--- config.mk ---
export PLATFORM = sky130hd
export DESIGN_NAME = hcmm_byte_unit
export DESIGN_NICKNAME = d
export VERILOG_FILES = /design/src/design/hcmm_pkg.sv /design/src/design/hcmm_byte_unit.sv
export SDC_FILE = /design/constraint.sdc
export NUM_CORES = 1
export LEC_CHECK = 0
export ABC_AREA = 1
export BUFFER_PORTS_ARGS = -buffer_cell sky130_fd_sc_hd__buf_2
export CAP_MARGIN = 30
export CORE_AREA = 2 2 39 41
export DETAILED_ROUTE_END_ITERATION = 6
export DIE_AREA = 0 0 41 43
export GPL_TIMING_DRIVEN = 0
export PLACE_DENSITY = 0.75
export SLEW_MARGIN = 20
export SYNTH_ARGS = -nofsm -noshare
export SYNTH_HDL_FRONTEND = slang
export SYNTH_SLANG_ARGS = --single-unit
--- constraint.sdc ---
create_clock -name vclk -period 0.8
set_clock_uncertainty 0.05 [all_clocks]
set_input_delay 0.08 -clock vclk [all_inputs]
set_output_delay 0.08 -clock vclk [all_outputs]
set_load 0.02 [all_outputs]
--- src/design/hcmm_pkg.sv ---
package hcmm_pkg;

  localparam int VRAM_DEPTH  = 8192;
  localparam int WRAM_DEPTH  = 8192;
  // object RAM, I/O bytes and high RAM share one 512-byte array
  localparam int SMALL_DEPTH = 512;
  localparam int VIDX_W      = $clog2(VRAM_DEPTH);
  localparam int SIDX_W      = $clog2(SMALL_DEPTH);

  localparam logic [1:0] CMD_RD_BYTE = 2'd0;
  localparam logic [1:0] CMD_RD_WORD = 2'd1;
  localparam logic [1:0] CMD_WR_BYTE = 2'd2;
  localparam logic [1:0] CMD_WR_WORD = 2'd3;

  localparam logic [3:0] RG_CART   = 4'd0;
  localparam logic [3:0] RG_BOOT   = 4'd1;
  localparam logic [3:0] RG_VRAM   = 4'd2;
  localparam logic [3:0] RG_WRAM   = 4'd3;
  localparam logic [3:0] RG_OAM    = 4'd4;
  localparam logic [3:0] RG_UNUSED = 4'd5;
  localparam logic [3:0] RG_IO     = 4'd6;
  localparam logic [3:0] RG_HRAM   = 4'd7;
  localparam logic [3:0] RG_IE     = 4'd8;

  localparam logic [15:0] IE_ADDR = 16'hFFFF;

  typedef struct packed {
    logic [1:0]  cmd;
    logic [15:0] addr;
    logic [15:0] wdata;
    logic        silent;
  } req_t;

  typedef struct packed {
    logic [15:0] byte_addr;
    logic [3:0]  region;
    logic        is_write;
    logic [7:0]  byte_data;
    logic [15:0] word_data;
    logic        external;
    logic        io_notify;
    logic        last;
  } rsp_t;

  typedef struct packed {
    logic [3:0]        region;
    logic              external;
    logic              sel_vram;
    logic              sel_wram;
    logic              sel_small;
    logic              sel_ie;
    logic [VIDX_W-1:0] vidx;
    logic [SIDX_W-1:0] sidx;
  } dec_t;

endpackage

--- src/design/hcmm_byte_unit.sv ---
module hcmm_byte_unit
  import hcmm_pkg::*;
(
  input  logic [15:0] addr,
  input  logic        wr,
  input  logic        boot,
  output dec_t        dec
);

  always_comb begin
    dec           = '0;
    dec.vidx      = addr[VIDX_W-1:0];
    dec.sidx      = {1'b0, addr[SIDX_W-2:0]};
    priority if (!wr && boot && addr[15:8] == 8'h00) begin
      dec.region = RG_BOOT;
    end else if (!addr[15]) begin
      dec.region = RG_CART;
    end else if (addr[15:13] == 3'b100) begin
      dec.region   = RG_VRAM;
      dec.sel_vram = 1'b1;
    end else if (addr[15:13] == 3'b101) begin
      dec.region = RG_CART;
    end else if (addr < 16'hFE00) begin
      // echo area folds onto work RAM through the low 13 bits
      dec.region   = RG_WRAM;
      dec.sel_wram = 1'b1;
    end else if (addr < 16'hFEA0) begin
      dec.region    = RG_OAM;
      dec.sel_small = 1'b1;
    end else if (addr[15:8] == 8'hFE) begin
      dec.region = RG_UNUSED;
    end else if (!addr[7]) begin
      dec.region    = RG_IO;
      dec.sel_small = 1'b1;
      dec.sidx      = {2'b10, addr[6:0]};
    end else if (addr != IE_ADDR) begin
      dec.region    = RG_HRAM;
      dec.sel_small = 1'b1;
      dec.sidx      = {2'b11, addr[6:0]};
    end else begin
      dec.region = RG_IE;
      dec.sel_ie = 1'b1;
    end
    dec.external = (dec.region == RG_CART) || (dec.region == RG_BOOT);
  end

endmodule

==> metrics.yaml <==
status:
  outcome: "finished with violations"
  violations: "negative setup slack"
final_layout:
  nFlopsAndLatches: 0
  clkbuf_count: 0
  final_util: 0.6835
  final_common_cell: "buf_4"
  area_growth_pct: 160.7
  final_cell_mix: "33 x buf_4, 31 x buf_2, 10 x buf_6"
  final_net_count: 142
  antenna_cells: 0
  drive_gt1_frac: 0.8279
  regArea_sq_um: 0
die:
  core_area_sq_um: 1384
  die_area_sq_um: 1763
  die_y_microns: 43
  start_util: 0.2622
  die_w_microns: 41
  rows: 14
  num_io_pins: 49
power:
  p_leak_nw: 0.5285
  intPower_uw: 243.5
  swShare: 0.4939
  powerDensity_nw_per_um2: 508.6
  p_seq_frac: 0
  pwr-share-comb: 1.000
  finalPower_uw: 481.1
  peakVddDrop_v: 0.0003085
  total_switching_power_uw: 237.6
  clkPwrFrac: 0
hold_path:
  hold_class: "in2out"
  holdPathEnd: "dec[18]"
  hold_depth: 3
  hp-start: "addr[9]"
logic_synthesis:
  syn_area_sq_um: 362.8
  yosys_warnings: 0
  synth_cell_types: 13
  syn_area_per_cell_sq_um: 5.498
  netlist_instances: 66
  synth_nets: 84
  seq_area_frac_synth: 0
global_route:
  antenna_found_initial: 0
  grt_pass1_vias: 465
  grt-ovfl-total: 0
  gr-usage-all-layers: 0.1351
  grt_pass1_wl_microns: 1759
  grt_max_degree: 6
detailed_routing:
  drt_iter0_drc: 0
  avgViaCountPerCell: 4.167
  ant_nets: 0
  wire_per_inst_microns: 9.435
  post-route-drc-count: 0
  wl_microns: 1302
  dr.pass1.iters: 1
  vias: 575
sta:
  timing.fmax_mhz: 924.5
  finalCriticalPeriod_ps: 1082
  min_period_over_period: 1.352
  relSlewSlack: 0.8457
  drv_slew: 0
  worst_slack_ps: -281.6
  tightest_slew_ps: 230.0
  final_hold_viol_count: 0
  setup_viol: 10
  rsz0062_at_grt: "yes"
placed_design:
  dpl.hpwl_microns: 927.6
  io_buffers: 49
  gp_congestion: 0.6555
setup_path:
  cp-start-kind: "primary input"
  path_cells: "buf_4 > nand2_1 > nor2_1 > nand2_2 > o21ai_2 > nand2_1 > nand2_1 > nand2_2 > buf_6"
  required_ps: 670
  crit_fanout: 5
  path_class: "in2out"
  cp.buffers_inverters: 2
  cpPeakStageDelay_ps: 140
  path_common_cell: "nand2_1"
  crit_family: "simple AND/OR/NAND/NOR gates"
  startpoint: "addr[7]"
  slowest_stage: "o21ai_2"
  end_kind: "output pin"
  arrival_ps: 950
cts:
  ctsHoldBuffers: 0
run:
  drv_cap: 0
-- per-layer routing --
layer | global-route usage | part of all wire | up-vias
met1 | 0.1242 | 0.32 | 250
met2 | 0.2969 | 0.58 | 30
met4 | 0 | 0 | 0
li1 | - | - | 295
met3 | 0.005236 | 0.11 | 0
met5 | 0 | 0 | -
-- per-stage QoR --
step / setup TNS, ps / setup slack (ps) / hold slack, ps / area [sq um] / instances
floorplan: -185.5 / -85.45 / 216.3 / 461.7 / 66
global placement: -2077 / -339.0 / 443.0 / 726.9 / 131
detailed placement: -2224 / -354.0 / 446.7 / 726.9 / 131
CTS: -1637 / -263.9 / 437.8 / 887.1 / 135
global route: -2477 / -345.5 / 450.8 / 945.9 / 138
finish: -2004 / -281.6 / 436.1 / 945.9 / 138
-- how the worst max path moves through the flow --
stage	endpoint	depth (start not counted)	slack [ps]
finish	dec[27]	9	-280
global route	dec[27]	9	-350
global placement	dec[27]	9	-340
floorplan	dec[26]	6	-90
CTS	dec[23]	7	-260
detailed placement	dec[27]	9	-350
-- cell families (layout without fill, tap and decap cells) --
group           count (synthesis)  count (layout)  share of synthesized area
buf+inv                        27              83                     0.5069
simple gates                   34              34                     0.4034
compound gates                  5               5                    0.08962
-- power groups by stage --
stage	registers [mW]	logic, mW	clock network [mW]
2_1_floorplan	0	0.249	0
3_3_place_gp	0	0.387	0
3_5_place_dp	0	0.393	0
4_1_cts	0	0.463	0
5_1_grt	0	0.515	0
6_report	0	0.481	0
-- cell type report --
type               instances  area (sq um)
well taps                 16         20.02
multi-input cells         39         326.6
plain buffers             22         168.9
inverters                  5         23.77
repair buffers            56         406.6
fillers                  123         437.9
-- cells in the mapped netlist --
master | instances | area [sq um]
nand3b_1 | 1 | 7.510
nand2_1 | 13 | 48.80
o21ai_1 | 2 | 10.01
o211ai_2 | 1 | 12.51
nand3_1 | 2 | 10.01
o21ai_0 | 1 | 5.000
nor2_4 | 1 | 11.26
buf_4 | 22 | 165.2
inv_1 | 4 | 15.01
inv_2 | 1 | 3.750
nand2_2 | 2 | 12.51
a21oi_1 | 1 | 5.000
nor2_1 | 15 | 56.30
-- timing repair --
action                     CTS  global route
buffers inserted             4             3
gates resized for setup     38            11
setup endpoints to repair   10            10
pin swaps                   13             9
Note: power is estimated with default switching activity, not from simulation.
